--- config.mk ---
export PLATFORM = sky130hd
export DESIGN_NAME = hsv_value_autostretch_flat
export DESIGN_NICKNAME = d
export VERILOG_FILES = /design/src/rtl/hva_pkg.sv /design/src/rtl/hva_in_if.sv /design/src/rtl/hva_out_if.sv /design/src/rtl/hva_dp.sv /design/src/rtl/hva_ctrl.sv /design/src/rtl/hsv_value_autostretch.sv /design/src/flat_wrapper.sv
export SDC_FILE = /design/constraint.sdc
export NUM_CORES = 2
export LEC_CHECK = 0
export BUFFER_PORTS_ARGS = -buffer_cell sky130_fd_sc_hd__buf_2
export CAP_MARGIN = 20
export CORE_MARGIN = 5
export CORE_UTILIZATION = 55
export CTS_CLUSTER_DIAMETER = 120
export DETAILED_ROUTE_END_ITERATION = 10
export PLACE_DENSITY = 0.71
export SLEW_MARGIN = 20
export SYNTH_ARGS = -nofsm -noshare
export SYNTH_HDL_FRONTEND = slang
export SYNTH_SLANG_ARGS = --single-unit
--- constraint.sdc ---
create_clock -name i_clk -period 13 [get_ports i_clk]
set_clock_uncertainty 0.1 [all_clocks]
set_input_delay 1.3 -clock i_clk [delete_from_list [all_inputs] [get_ports i_clk]]
set_output_delay 1.3 -clock i_clk [all_outputs]
set_load 0.01 [all_outputs]
--- src/rtl/hva_pkg.sv ---
// Shared constants, opcodes and controller-to-datapath command type.
package hva_pkg;

    // Channel width and derived datapath widths
    localparam int CHAN_BITS = 8;
    localparam int PROD_W    = 2 * CHAN_BITS;        // distance times range span
    localparam int NUM_W     = PROD_W + CHAN_BITS;   // scaled by full-scale value
    localparam int REM_W     = NUM_W + 2;            // rounded dividend
    localparam int DEN_W     = PROD_W + 1;           // doubled divisor
    localparam int CNT_W     = $clog2(CHAN_BITS);    // divider step counter

    localparam logic [CHAN_BITS-1:0] CHAN_MAX = '1;

    // Item opcodes
    localparam logic [1:0] OP_CLEAR   = 2'd0;
    localparam logic [1:0] OP_MEASURE = 2'd1;
    localparam logic [1:0] OP_APPLY   = 2'd2;

    // Commands from controller to datapath
    typedef struct packed {
        logic clear;    // reset measured range
        logic measure;  // fold pixel value into range
        logic load;     // capture apply pixel
        logic mul;      // form numerators and denominator
        logic prep;     // load divider lanes
        logic step;     // one restoring divide step
        logic fin;      // load result register
    } t_cmd;

endpackage

--- src/rtl/hva_in_if.sv ---
// Input item channel: opcode and RGBA pixel with valid/ready handshake.
interface hva_in_if;
    logic                           valid;
    logic                           ready;
    logic [1:0]                     op;
    logic [hva_pkg::CHAN_BITS-1:0]  red;
    logic [hva_pkg::CHAN_BITS-1:0]  green;
    logic [hva_pkg::CHAN_BITS-1:0]  blue;
    logic [hva_pkg::CHAN_BITS-1:0]  alpha;

    modport source (output valid, op, red, green, blue, alpha, input ready);
    modport sink   (input valid, op, red, green, blue, alpha, output ready);
endinterface

--- src/rtl/hva_out_if.sv ---
// Result item channel: stretched RGBA pixel with valid/ready handshake.
interface hva_out_if;
    logic                           valid;
    logic                           ready;
    logic [hva_pkg::CHAN_BITS-1:0]  red_out;
    logic [hva_pkg::CHAN_BITS-1:0]  green_out;
    logic [hva_pkg::CHAN_BITS-1:0]  blue_out;
    logic [hva_pkg::CHAN_BITS-1:0]  alpha_out;

    modport source (output valid, red_out, green_out, blue_out, alpha_out, input ready);
    modport sink   (input valid, red_out, green_out, blue_out, alpha_out, output ready);
endinterface

--- src/rtl/hva_dp.sv ---
// Datapath: range registers, multipliers, three divider lanes, result register.
module hva_dp (
    input  logic                           i_clk,
    input  logic                           i_rst_n,
    input  hva_pkg::t_cmd                  i_cmd,
    input  logic                           i_cfg_we,
    input  logic                           i_cfg_wdata,
    input  logic [hva_pkg::CHAN_BITS-1:0]  i_red,
    input  logic [hva_pkg::CHAN_BITS-1:0]  i_green,
    input  logic [hva_pkg::CHAN_BITS-1:0]  i_blue,
    input  logic [hva_pkg::CHAN_BITS-1:0]  i_alpha,
    output logic [hva_pkg::CHAN_BITS-1:0]  o_red_out,
    output logic [hva_pkg::CHAN_BITS-1:0]  o_green_out,
    output logic [hva_pkg::CHAN_BITS-1:0]  o_blue_out,
    output logic [hva_pkg::CHAN_BITS-1:0]  o_alpha_out
);

    localparam int CB = hva_pkg::CHAN_BITS;

    // Configuration and measured range
    logic          r_use_alpha;
    logic [CB-1:0] r_lo;
    logic [CB-1:0] r_hi;

    // Captured apply pixel
    logic [CB-1:0] r_ch    [3];
    logic [CB-1:0] r_d     [3];
    logic [CB-1:0] r_alpha;
    logic [CB-1:0] r_mx;
    logic [CB-1:0] r_v;

    // Products and case flags
    logic [hva_pkg::NUM_W-1:0] r_num  [3];
    logic [hva_pkg::PROD_W-1:0] r_den;
    logic          r_bypass;
    logic [2:0]    r_zero;

    // Divider lanes
    logic [hva_pkg::REM_W-1:0] r_rem [3];
    logic [hva_pkg::REM_W-1:0] r_dsh;
    logic [CB-1:0]             r_quo [3];
    logic [2:0]                r_ovf;

    // Result register
    logic [CB-1:0] r_out [3];
    logic [CB-1:0] r_alpha_out;

    // Input pixel: max channel, distances to it, largest distance
    logic [CB-1:0] in_ch [3];
    logic [CB-1:0] in_mx;
    logic [CB-1:0] in_d  [3];
    logic [CB-1:0] in_v;

    always_comb begin
        in_ch[0] = i_red;
        in_ch[1] = i_green;
        in_ch[2] = i_blue;
        in_mx = in_ch[0];
        if (in_ch[1] > in_mx) in_mx = in_ch[1];
        if (in_ch[2] > in_mx) in_mx = in_ch[2];
        for (int i = 0; i < 3; i++) begin
            in_d[i] = in_mx - in_ch[i];
        end
        in_v = in_d[0];
        if (in_d[1] > in_v) in_v = in_d[1];
        if (in_d[2] > in_v) in_v = in_d[2];
    end

    // Signed spans of the mapping, as sign and magnitude
    logic          num_neg;
    logic          den_neg;
    logic [CB-1:0] num_mag;
    logic [CB-1:0] den_mag;

    always_comb begin
        num_neg = r_v < r_lo;
        den_neg = r_hi < r_lo;
        num_mag = num_neg ? (r_lo - r_v) : (r_v - r_lo);
        den_mag = den_neg ? (r_lo - r_hi) : (r_hi - r_lo);
    end

    // Rounded dividend and doubled divisor per lane
    logic [hva_pkg::REM_W-1:0] prep_n [3];
    logic [hva_pkg::DEN_W-1:0] prep_d2;

    always_comb begin
        prep_d2 = {r_den, 1'b0};
        for (int i = 0; i < 3; i++) begin
            prep_n[i] = hva_pkg::REM_W'({r_num[i], 1'b0}) + hva_pkg::REM_W'(r_den);
        end
    end

    // Final distance and channel value per lane
    logic [CB-1:0] fin_dn  [3];
    logic [CB-1:0] fin_out [3];

    always_comb begin
        for (int i = 0; i < 3; i++) begin
            if (r_zero[i]) begin
                fin_dn[i] = '0;
            end else if (r_ovf[i]) begin
                fin_dn[i] = hva_pkg::CHAN_MAX;
            end else begin
                fin_dn[i] = r_quo[i];
            end
            if (r_bypass) begin
                fin_out[i] = r_ch[i];
            end else if (fin_dn[i] >= r_mx) begin
                fin_out[i] = '0;
            end else begin
                fin_out[i] = r_mx - fin_dn[i];
            end
        end
    end

    // Configuration and range state
    always_ff @(posedge i_clk) begin
        if (!i_rst_n) begin
            r_use_alpha <= 1'b0;
            r_lo        <= hva_pkg::CHAN_MAX;
            r_hi        <= '0;
        end else begin
            if (i_cfg_we) begin
                r_use_alpha <= i_cfg_wdata;
            end
            if (i_cmd.clear) begin
                r_lo <= hva_pkg::CHAN_MAX;
                r_hi <= '0;
            end else if (i_cmd.measure && (!r_use_alpha || i_alpha != '0)) begin
                if (in_v > r_hi) r_hi <= in_v;
                if (in_v < r_lo) r_lo <= in_v;
            end
        end
    end

    // Payload pipeline: capture, multiply, divide, result
    always_ff @(posedge i_clk) begin
        logic [hva_pkg::PROD_W-1:0] prod;
        if (i_cmd.load) begin
            for (int i = 0; i < 3; i++) begin
                r_ch[i] <= in_ch[i];
                r_d[i]  <= in_d[i];
            end
            r_alpha <= i_alpha;
            r_mx    <= in_mx;
            r_v     <= in_v;
        end
        if (i_cmd.mul) begin
            for (int i = 0; i < 3; i++) begin
                prod = hva_pkg::PROD_W'(r_d[i]) * hva_pkg::PROD_W'(num_mag);
                // times full scale: shift and subtract
                r_num[i]  <= (hva_pkg::NUM_W'(prod) << CB) - hva_pkg::NUM_W'(prod);
                r_zero[i] <= (r_d[i] == '0) || (num_mag == '0) || (num_neg != den_neg);
            end
            r_den    <= hva_pkg::PROD_W'(r_v) * hva_pkg::PROD_W'(den_mag);
            r_bypass <= (r_hi == r_lo) || (r_v == '0);
        end
        if (i_cmd.prep) begin
            for (int i = 0; i < 3; i++) begin
                r_rem[i] <= prep_n[i];
                r_quo[i] <= '0;
                // quotient would not fit in one channel: clamp
                r_ovf[i] <= prep_n[i] >= (hva_pkg::REM_W'(prep_d2) << CB);
            end
            r_dsh <= hva_pkg::REM_W'(prep_d2) << (CB - 1);
        end
        if (i_cmd.step) begin
            for (int i = 0; i < 3; i++) begin
                if (r_rem[i] >= r_dsh) begin
                    r_rem[i] <= r_rem[i] - r_dsh;
                    r_quo[i] <= {r_quo[i][CB-2:0], 1'b1};
                end else begin
                    r_quo[i] <= {r_quo[i][CB-2:0], 1'b0};
                end
            end
            r_dsh <= r_dsh >> 1;
        end
        if (i_cmd.fin) begin
            for (int i = 0; i < 3; i++) begin
                r_out[i] <= fin_out[i];
            end
            r_alpha_out <= r_alpha;
        end
    end

    assign o_red_out   = r_out[0];
    assign o_green_out = r_out[1];
    assign o_blue_out  = r_out[2];
    assign o_alpha_out = r_alpha_out;

endmodule

--- src/rtl/hva_ctrl.sv ---
// Controller: sequences apply items through multiply, divide and result load.
module hva_ctrl (
    input  logic          i_clk,
    input  logic          i_rst_n,
    input  logic          i_in_valid,
    input  logic [1:0]    i_in_op,
    output logic          o_in_ready,
    output logic          o_out_valid,
    input  logic          i_out_ready,
    output hva_pkg::t_cmd o_cmd
);

    typedef enum logic [2:0] {
        S_IDLE,
        S_MUL,
        S_PREP,
        S_DIV,
        S_FIN
    } t_state;

    t_state                     r_state;
    logic [hva_pkg::CNT_W-1:0]  r_cnt;
    logic                       r_out_valid;
    logic                       in_fire;
    logic                       out_free;

    assign o_in_ready  = (r_state == S_IDLE);
    assign in_fire     = i_in_valid && o_in_ready;
    assign out_free    = !r_out_valid || i_out_ready;
    assign o_out_valid = r_out_valid;

    // Decode commands
    always_comb begin
        o_cmd         = '0;
        o_cmd.clear   = in_fire && (i_in_op == hva_pkg::OP_CLEAR);
        o_cmd.measure = in_fire && (i_in_op == hva_pkg::OP_MEASURE);
        o_cmd.load    = in_fire && (i_in_op == hva_pkg::OP_APPLY);
        o_cmd.mul     = (r_state == S_MUL);
        o_cmd.prep    = (r_state == S_PREP);
        o_cmd.step    = (r_state == S_DIV);
        o_cmd.fin     = (r_state == S_FIN) && out_free;
    end

    // State, step counter and result valid
    always_ff @(posedge i_clk) begin
        if (!i_rst_n) begin
            r_state     <= S_IDLE;
            r_cnt       <= '0;
            r_out_valid <= 1'b0;
        end else begin
            if (o_cmd.fin) begin
                r_out_valid <= 1'b1;
            end else if (i_out_ready) begin
                r_out_valid <= 1'b0;
            end
            unique case (r_state)
                S_IDLE: begin
                    if (o_cmd.load) r_state <= S_MUL;
                end
                S_MUL: begin
                    r_state <= S_PREP;
                end
                S_PREP: begin
                    r_cnt   <= hva_pkg::CNT_W'(hva_pkg::CHAN_BITS - 1);
                    r_state <= S_DIV;
                end
                S_DIV: begin
                    if (r_cnt == '0) begin
                        r_state <= S_FIN;
                    end else begin
                        r_cnt <= r_cnt - 1'b1;
                    end
                end
                S_FIN: begin
                    if (out_free) r_state <= S_IDLE;
                end
                default: begin
                    r_state <= S_IDLE;
                end
            endcase
        end
    end

    // An apply item blocks further input until its result is loaded
    a_apply_blocks: assert property (@(posedge i_clk) disable iff (!i_rst_n)
        (in_fire && i_in_op == hva_pkg::OP_APPLY) |=> !o_in_ready)
        else $error("input still ready after apply item");

    // A result appears only from the load state
    a_result_source: assert property (@(posedge i_clk) disable iff (!i_rst_n)
        $rose(r_out_valid) |-> $past(r_state) == S_FIN)
        else $error("result valid without a finished apply item");

    // Clear and measure items leave the controller idle
    a_short_ops_idle: assert property (@(posedge i_clk) disable iff (!i_rst_n)
        (in_fire && i_in_op != hva_pkg::OP_APPLY) |=> (r_state == S_IDLE))
        else $error("non-apply item started a sequence");

    // The divider runs its full step count before the result load
    a_div_length: assert property (@(posedge i_clk) disable iff (!i_rst_n)
        (r_state == S_FIN && $past(r_state) == S_DIV) |-> $past(r_cnt) == '0)
        else $error("divider left early");

endmodule

--- src/rtl/hsv_value_autostretch.sv ---
// Apply items: result valid after result load; next item can be taken in the same cycle.
// Clear/measure items: one per cycle when idle, no result, range updated at acceptance.
// Apply items hold input until their result load and pass the 8-step restoring divider
// (three lanes, one per channel) after acceptance, multiply and divider load.
// Reset is synchronous, active low: range low 255, range high 0, use_alpha 0, no result.
module hsv_value_autostretch (
    input  logic        i_clk,
    input  logic        i_rst_n,
    hva_in_if.sink      i_in,
    hva_out_if.source   o_out,
    input  logic        i_cfg_we,
    input  logic        i_cfg_wdata
);

    hva_pkg::t_cmd cmd;

    // Sequencing
    hva_ctrl u_ctrl (
        .i_clk       (i_clk),
        .i_rst_n     (i_rst_n),
        .i_in_valid  (i_in.valid),
        .i_in_op     (i_in.op),
        .o_in_ready  (i_in.ready),
        .o_out_valid (o_out.valid),
        .i_out_ready (o_out.ready),
        .o_cmd       (cmd)
    );

    // Arithmetic and state
    hva_dp u_dp (
        .i_clk       (i_clk),
        .i_rst_n     (i_rst_n),
        .i_cmd       (cmd),
        .i_cfg_we    (i_cfg_we),
        .i_cfg_wdata (i_cfg_wdata),
        .i_red       (i_in.red),
        .i_green     (i_in.green),
        .i_blue      (i_in.blue),
        .i_alpha     (i_in.alpha),
        .o_red_out   (o_out.red_out),
        .o_green_out (o_out.green_out),
        .o_blue_out  (o_out.blue_out),
        .o_alpha_out (o_out.alpha_out)
    );

endmodule

--- src/flat_wrapper.sv ---
// flat-port wrapper written by rule: the top's interface ports become plain ports
module hsv_value_autostretch_flat 
  (i_clk, i_rst_n, i_cfg_we, i_cfg_wdata, i_in_valid, i_in_op, i_in_red, i_in_green, i_in_blue, i_in_alpha, i_in_ready, o_out_valid, o_out_red_out, o_out_green_out, o_out_blue_out, o_out_alpha_out, o_out_ready);
  hva_in_if i_in_i ();
  hva_out_if o_out_i ();
  input  logic i_clk;
  input  logic i_rst_n;
  input  logic i_cfg_we;
  input  logic i_cfg_wdata;
  input wire logic [$bits(i_in_i.valid)-1:0] i_in_valid;
  input wire logic [$bits(i_in_i.op)-1:0] i_in_op;
  input wire logic [$bits(i_in_i.red)-1:0] i_in_red;
  input wire logic [$bits(i_in_i.green)-1:0] i_in_green;
  input wire logic [$bits(i_in_i.blue)-1:0] i_in_blue;
  input wire logic [$bits(i_in_i.alpha)-1:0] i_in_alpha;
  output wire logic [$bits(i_in_i.ready)-1:0] i_in_ready;
  output wire logic [$bits(o_out_i.valid)-1:0] o_out_valid;
  output wire logic [$bits(o_out_i.red_out)-1:0] o_out_red_out;
  output wire logic [$bits(o_out_i.green_out)-1:0] o_out_green_out;
  output wire logic [$bits(o_out_i.blue_out)-1:0] o_out_blue_out;
  output wire logic [$bits(o_out_i.alpha_out)-1:0] o_out_alpha_out;
  input wire logic [$bits(o_out_i.ready)-1:0] o_out_ready;
  assign i_in_i.valid = i_in_valid;
  assign i_in_i.op = i_in_op;
  assign i_in_i.red = i_in_red;
  assign i_in_i.green = i_in_green;
  assign i_in_i.blue = i_in_blue;
  assign i_in_i.alpha = i_in_alpha;
  assign i_in_ready = i_in_i.ready;
  assign o_out_valid = o_out_i.valid;
  assign o_out_red_out = o_out_i.red_out;
  assign o_out_green_out = o_out_i.green_out;
  assign o_out_blue_out = o_out_i.blue_out;
  assign o_out_alpha_out = o_out_i.alpha_out;
  assign o_out_i.ready = o_out_ready;
  hsv_value_autostretch u_core (.i_clk(i_clk), .i_rst_n(i_rst_n), .i_in(i_in_i), .o_out(o_out_i), .i_cfg_we(i_cfg_we), .i_cfg_wdata(i_cfg_wdata));
endmodule
# After elaboration in Yosys (flattened, before gate mapping)
# Memories as Yosys holds them, arrays and structs flattened.
# Index checks and enable logic that the tools add are counted.
dict set report word_totals {
  register_bits 103
  latch_bits 0
  mem_bits_rw 246
  romBits 0
  n_memories 6
}
dict set report op_classes {
  addsub 20
  mul 4
  div_mod_pow 0
  magnitude_cmp 17
  n_eq_ne 12
  shift 0
  n_mux 63
  bitwise_logic 10
  reduce_logical 33
}
# memory words width rd rd_ports_with_merged_regs write_ports line_no
set memory_table {}
lappend memory_table {u_core.u_dp.r_rem 3 26 3 0 3 hva_dp.sv:39} ;# logic [hva_pkg::REM_W-1:0] r_rem [3];
lappend memory_table {u_core.u_dp.r_num 3 24 3 0 3 hva_dp.sv:33} ;# logic [hva_pkg::NUM_W-1:0] r_num [3];
lappend memory_table {u_core.u_dp.r_ch 3 8 3 0 3 hva_dp.sv:26} ;# logic [CB-1:0] r_ch [3];
lappend memory_table {u_core.u_dp.r_d 3 8 3 0 3 hva_dp.sv:27} ;# logic [CB-1:0] r_d [3];
lappend memory_table {u_core.u_dp.r_out 3 8 3 0 3 hva_dp.sv:45} ;# logic [CB-1:0] r_out [3];
lappend memory_table {u_core.u_dp.r_quo 3 8 3 0 3 hva_dp.sv:41} ;# logic [CB-1:0] r_quo [3];
# cell count
set op_table {}
lappend op_table {{two-way mux 8 bit} 24}
lappend op_table {{subtractor 8 bit} 10}
lappend op_table {{adder 25 x 16 -> 26 bit} 3}
lappend op_table {{greater-or-equal comparator 26 x 24 -> 1 bit} 3}
lappend op_table {{greater-or-equal comparator 26 x 25 -> 1 bit} 3}
lappend op_table {{two-way mux 26 bit} 3}
lappend op_table {{subtractor 26 x 24 -> 26 bit} 3}
lappend op_table {{subtractor 24 x 16 -> 24 bit} 3}
lappend op_table {{multiplier 8 x 8 -> 16 bit} 4}
lappend op_table {{greater-than comparator 8 bit} 5}
lappend op_table {{zero test 8 bit} 5}
lappend op_table {{two-way mux 1 bit} 28}
lappend op_table {{greater-or-equal comparator 8 bit} 3}
lappend op_table {{< comparator 8 bit} 3}
lappend op_table {{two-way mux 24 bit} 1}
lappend op_table {{two-way mux 23 bit} 1}
lappend op_table {{one-hot mux 3 bit (5 select lines)} 1}
lappend op_table {{two-way mux 3 bit} 4}
lappend op_table {{logical OR 1 bit} 9}
lappend op_table {{OR 1 bit} 9}
lappend op_table {{equality test 8 bit} 1}
lappend op_table {{nonzero test 8 bit} 1}
lappend op_table {{equality test 3 x 2 -> 1 bit, second input constant} 2}
lappend op_table {{logical AND 1 bit} 6}
lappend op_table {{other kinds (17)} 24}

# Depth between registers and ports, before layout
dict set report logic_depth {
  word_depth 11
  mapped_depth 53
}

# Cells and area by module
# From an unflattened synthesis, not the netlist that was laid out.
dict set report hier_totals {
  hier_cells 3483
  area_unflattened_um2 33978.8
}
# mod instances cells_per_inst area_per_inst_um2 seq_area_each_um2
set modules_own_cells {}
lappend modules_own_cells {hva_dp 1 3435 33563.4 10089.7}
lappend modules_own_cells {hva_ctrl 1 48 415.4 140.1}

# Worst setup path after synthesis
# No wires, ideal clock.
dict set report synth_path {
  path_type {input-to-reg}
  startpoint {input i_in_red[3]}
  endpoint {register u_core.u_dp.r_lo[0]}
  arrival_time_ns 10.857
  t_required_ns 12.828
  slack_ns 1.971
  path_stages 49
  cell_sequence {inv_1 ha_1 a21o_1 a21oi_1 nand3b_1 nand2_1 buf_1 nor2_1 a21oi_1 ha_1 a21o_1 a21oi_1 a21boi_0 o21ai_1 clkbuf_1 nor2_1 a21oi_1 ha_1 [... 13 more ...] a21oi_1 ha_1 nor2b_1 o21a_1 o21a_1 o21ai_0 a21oi_1 o31ai_1 nor2_1 a311oi_1 ha_1 a21o_1 a21oi_1 nor2_1 a2111oi_0 nand2_1 o31ai_4 mux2i_1}
}
# item line_no
set synth_lines {}
lappend synth_lines {{from (decl)} flat_wrapper.sv:12} ;# input wire logic [$bits(i_in_i.red)-1:0] i_in_red;
lappend synth_lines {{to (signal assigned)} hva_dp.sv:120} ;# r_lo <= hva_pkg::CHAN_MAX;
lappend synth_lines {{to (signal assigned)} hva_dp.sv:127} ;# r_lo <= hva_pkg::CHAN_MAX;
lappend synth_lines {{to (signal assigned)} hva_dp.sv:131} ;# if (in_v < r_lo) r_lo <= in_v;
lappend synth_lines {{to (decl)} hva_dp.sv:22} ;# logic [CB-1:0] r_lo;

==> reports/qor.json <==
{
  "outcome": {"value": "completed"},
  "clock_tree_from_tritoncts": {"value": "built"},
  "chipWidth": {"value": 259, "unit": "um"},
  "synth_seq_area_share": {"value": 0.301},
  "antenna_cell_count": {"value": 0},
  "wl_per_cell": {"value": 19.7, "unit": "um"},
  "holdCritPathClass": {"value": "reg2reg"},
  "worst_hold_path.endpoint": {"value": "u_core.u_dp.o_alpha_out[3]$_DFFE_PP_"},
  "multi_input_comb_area": {"value": 22100, "unit": "um2"},
  "unrepaired_setup_endpoints_after_global_routing": {"value": "false"},
  "nets": {"value": 4262},
  "dpl.hpwl": {"value": 69100, "unit": "um"},
  "post-cts-setup-buffer-count": {"value": 0},
  "fin_util": {"value": 0.597},
  "synthDistinctLibCells": {"value": 84},
  "worst_r2r_endpoint": {"value": "u_core.u_dp.r_num[0][43]$_DFFE_PP_"},
  "worst_pin_slew": {"value": 1040, "unit": "ps"},
  "worstReg2RegStart": {"value": "u_core.u_dp.r_lo[1]$_SDFFE_PP1P_"},
  "first_global_vias": {"value": 25200},
  "critPathSlowestCell": {"value": "sky130_fd_sc_hd__a2111oi_0"},
  "biggest_area_contributors_in_the_synthesized_netlist": {"value": "sky130_fd_sc_hd__edfxtp_1 29%, sky130_fd_sc_hd__ha_1 17%, sky130_fd_sc_hd__fa_1 9.4%"},
  "place.port_buffers": {"value": 73},
  "post_synth_inst_count": {"value": 3533},
  "synthToLayoutAreaGrowth": {"value": 7.98, "unit": "%"},
  "final_max_slew_viol_count": {"value": 0},
  "max-slew-margin-rel": {"value": 0.304},
  "cts.sink_count": {"value": 349},
  "ctsResizeCount": {"value": 0},
  "grt_antenna_before_repair": {"value": 0},
  "io-pin-count": {"value": 74},
  "synth-async-reset-ratio": {"value": 0},
  "final_period_minus_worst_setup_slack": {"value": 11300, "unit": "ps"},
  "min-delay-start": {"value": "u_core.u_dp.r_alpha[3]$_DFFE_PP_"},
  "ffs_latches_synth": {"value": 349},
  "synth.largest_area_cell": {"value": "sky130_fd_sc_hd__edfxtp_1"},
  "drt_first_iter_violations": {"value": 1734},
  "r2r_setup_slk": {"value": 3530, "unit": "ps"},
  "most_frequent_cells_in_the_layout": {"value": "458 x sky130_fd_sc_hd__ha_1, 391 x sky130_fd_sc_hd__inv_1, 324 x sky130_fd_sc_hd__edfxtp_1"},
  "number_of_clock_buffers_inserted_by_tritoncts": {"value": 42},
  "final-setup-viol-count": {"value": 0},
  "cp_slowest_stage_delay": {"value": 550, "unit": "ps"},
  "r2r_cells": {"value": 33},
  "cts.root.buffer_cell": {"value": "sky130_fd_sc_hd__clkbuf_16"},
  "crit_arrival": {"value": 11680, "unit": "ps"},
  "floorplan.die.height": {"value": 259, "unit": "um"},
  "grt.overflow.total": {"value": 0},
  "routabilityCongestion": {"value": 0.968},
  "cts_hold_repair.buffers": {"value": 0},
  "fill_cells": {"value": 5333},
  "cp-start-kind": {"value": "input pin"},
  "drt-total-wl": {"value": 87400, "unit": "um"},
  "core-area": {"value": 61500, "unit": "um2"},
  "starting_density_of_the_core": {"value": 0.553},
  "vias": {"value": 25900},
  "layout_worst_path_cycle_share": {"value": 0.869},
  "clkSlewWorstSetupHoldPaths": {"value": 60, "unit": "ps"},
  "syn-cell-area": {"value": 34000, "unit": "um2"},
  "yosys_most_used_dff": {"value": "sky130_fd_sc_hd__edfxtp_1"},
  "grt_pass1_wl": {"value": 138000, "unit": "um"},
  "insertion_delay": {"value": 580, "unit": "ps"},
  "rows": {"value": 91},
  "pin_count_of_the_biggest_net_entering_global_routing": {"value": 72},
  "route.detailed.drc": {"value": 0},
  "drt.antenna.violating_nets": {"value": 0},
  "synth_top_area_share": {"value": 0.286},
  "max_buffers_root_to_sink": {"value": 3},
  "dr.pass1.iters": {"value": 5},
  "timing.critical_path.to_type": {"value": "register"},
  "path_class": {"value": "in2reg"},
  "postSynthAreaPerCell": {"value": 9.63, "unit": "um2"},
  "synth-warning-count": {"value": 0},
  "cts-htree-levels": {"value": 2},
  "fp.dieArea": {"value": 66900, "unit": "um2"},
  "clock.fmax": {"value": 88.5, "unit": "MHz"},
  "seq_area": {"value": 10200, "unit": "um2"},
  "path_common_cell": {"value": "sky130_fd_sc_hd__a21oi_1"},
  "global_route_usage_sum": {"value": 0.258},
  "avgViaCountPerCell": {"value": 5.85},
  "worst_hold_path.num_cells": {"value": 0},
  "synth-edff-count": {"value": 324},
  "synth_nets": {"value": 4191},
  "cap_violations": {"value": 0},
  "worst_ep_required_time": {"value": 13390, "unit": "ps"},
  "layout-drive-gt1-share": {"value": 0.0690},
  "fin_tns_setup": {"value": 0, "unit": "ps"},
  "critPathMaxFanout": {"value": 15},
  "final_count_of_hold_timing_violations": {"value": 0},
  "final_common_cell": {"value": "sky130_fd_sc_hd__ha_1"}
}
[Yosys cell counts (19+ instances only)]
cell type and number:
sky130_fd_sc_hd__ha_1 458, sky130_fd_sc_hd__inv_1 391, sky130_fd_sc_hd__edfxtp_1 324, sky130_fd_sc_hd__nand2_1 276, sky130_fd_sc_hd__nor2_1 240, sky130_fd_sc_hd__a21oi_1 210, sky130_fd_sc_hd__xnor2_1 174, sky130_fd_sc_hd__fa_1 160
sky130_fd_sc_hd__o21ai_0 136, sky130_fd_sc_hd__and2_1 117, sky130_fd_sc_hd__a21o_1 99, sky130_fd_sc_hd__xor2_1 98, sky130_fd_sc_hd__clkbuf_1 58, sky130_fd_sc_hd__nor2b_1 56, sky130_fd_sc_hd__o21a_1 56, sky130_fd_sc_hd__nand3_1 55
sky130_fd_sc_hd__nor3_1 53, sky130_fd_sc_hd__o21bai_1 47, sky130_fd_sc_hd__nand4_1 43, sky130_fd_sc_hd__and3_1 40, sky130_fd_sc_hd__mux2_2 40, sky130_fd_sc_hd__nand2b_1 37, sky130_fd_sc_hd__mux2i_1 34, sky130_fd_sc_hd__dfxtp_1 25
sky130_fd_sc_hd__nor4_1 22, sky130_fd_sc_hd__a22o_1 19, sky130_fd_sc_hd__o31ai_1 19
[metal layers]
layer	wire (um)	vias up	global-route usage	part of all wire
met5	0	-	0	0
met4	4470	0	0.116	0.051
met3	4220	203	0.0312	0.048
met2	41600	736	0.438	0.48
met1	37100	12400	0.332	0.42
li1	-	12600	-	-
[worst max path at each step]
stage,start,endpoint,slack [ps],depth (start not counted)
2_1_floorplan,i_in_red[3],u_core.u_dp.r_lo[0]$_SDFFE_PP1P_,1970,49
3_3_place_gp,i_in_red[7],u_core.u_dp.r_lo[1]$_SDFFE_PP1P_,1480,49
3_5_place_dp,i_in_red[7],u_core.u_dp.r_lo[0]$_SDFFE_PP1P_,1260,50
4_1_cts,i_in_red[7],u_core.u_dp.r_lo[0]$_SDFFE_PP1P_,1810,50
5_1_grt,i_in_red[7],u_core.u_dp.r_lo[0]$_SDFFE_PP1P_,490,50
6_report,i_in_red[7],u_core.u_dp.r_lo[0]$_SDFFE_PP1P_,1700,50
[layout make-up]
cell class | count | share of cell area
clock buffer | 51 | 0.0307
clock inverter | 25 | 0.00719
inverter | 392 | 0.0401
multi-input combinational | 2718 | 0.601
sequential | 349 | 0.279
tap | 790 | 0.0269
timing repair buffer | 101 | 0.0157
[worst max-delay path: cells and delay by family]
kind | cells | cell delay (ps)
AO/OA/AOI/OAI | 22 | 4590
adder cells (fa/ha/maj) | 7 | 2110
AND/OR/NAND/NOR | 11 | 1710
buffers and inverters | 7 | 1040
multiplexers | 2 | 620
XOR/XNOR | 1 | 300
[cells by family (layout without fill, tap and decap cells)]
| kind of cell | after synthesis | in the layout | synth area share |
|---|---|---|---|
| compound gates | 739 | 739 | 0.142 |
| mux | 76 | 76 | 0.0241 |
| buf+inv | 466 | 569 | 0.0525 |
| fa+ha+maj | 618 | 618 | 0.263 |
| flops | 349 | 349 | 0.301 |
| xor+xnor | 273 | 273 | 0.0707 |
| simple gates | 1012 | 1012 | 0.147 |
[stage by stage]
| stage | hold slack [ps] | instances | instance area [um2] | worst slack (ps) |
|---|---|---|---|---|
| finish | 315 | 4426 | 36700 | 1700 |
| global route | 327 | 4426 | 36700 | 491 |
| CTS | 315 | 4426 | 36700 | 1810 |
| detailed placement | 305 | 4350 | 35300 | 1260 |
| global placement | 301 | 4350 | 35300 | 1480 |
| floorplan | 300 | 3533 | 34000 | 1970 |
[registers in the layout, summed over array words and instances, names as in the netlist]
register,cells
u_core.u_ctrl.o_out_valid,1
u_core.u_ctrl.r_cnt,3
u_core.u_ctrl.r_state,3
u_core.u_dp.o_alpha_out,8
u_core.u_dp.r_alpha,8
u_core.u_dp.r_bypass,1
u_core.u_dp.r_ch,24
u_core.u_dp.r_d,24
u_core.u_dp.r_den,16
u_core.u_dp.r_dsh,24
u_core.u_dp.r_hi,8
u_core.u_dp.r_lo,8
u_core.u_dp.r_mx,8
u_core.u_dp.r_num,72
u_core.u_dp.r_out,24
u_core.u_dp.r_ovf,3
u_core.u_dp.r_quo,24
u_core.u_dp.r_rem,78
u_core.u_dp.r_use_alpha,1
u_core.u_dp.r_v,8
u_core.u_dp.r_zero,3
Power is left out: the tool's default activity adds up to more than one toggle a clock period on the data nets, which glitch-free logic cannot reach.
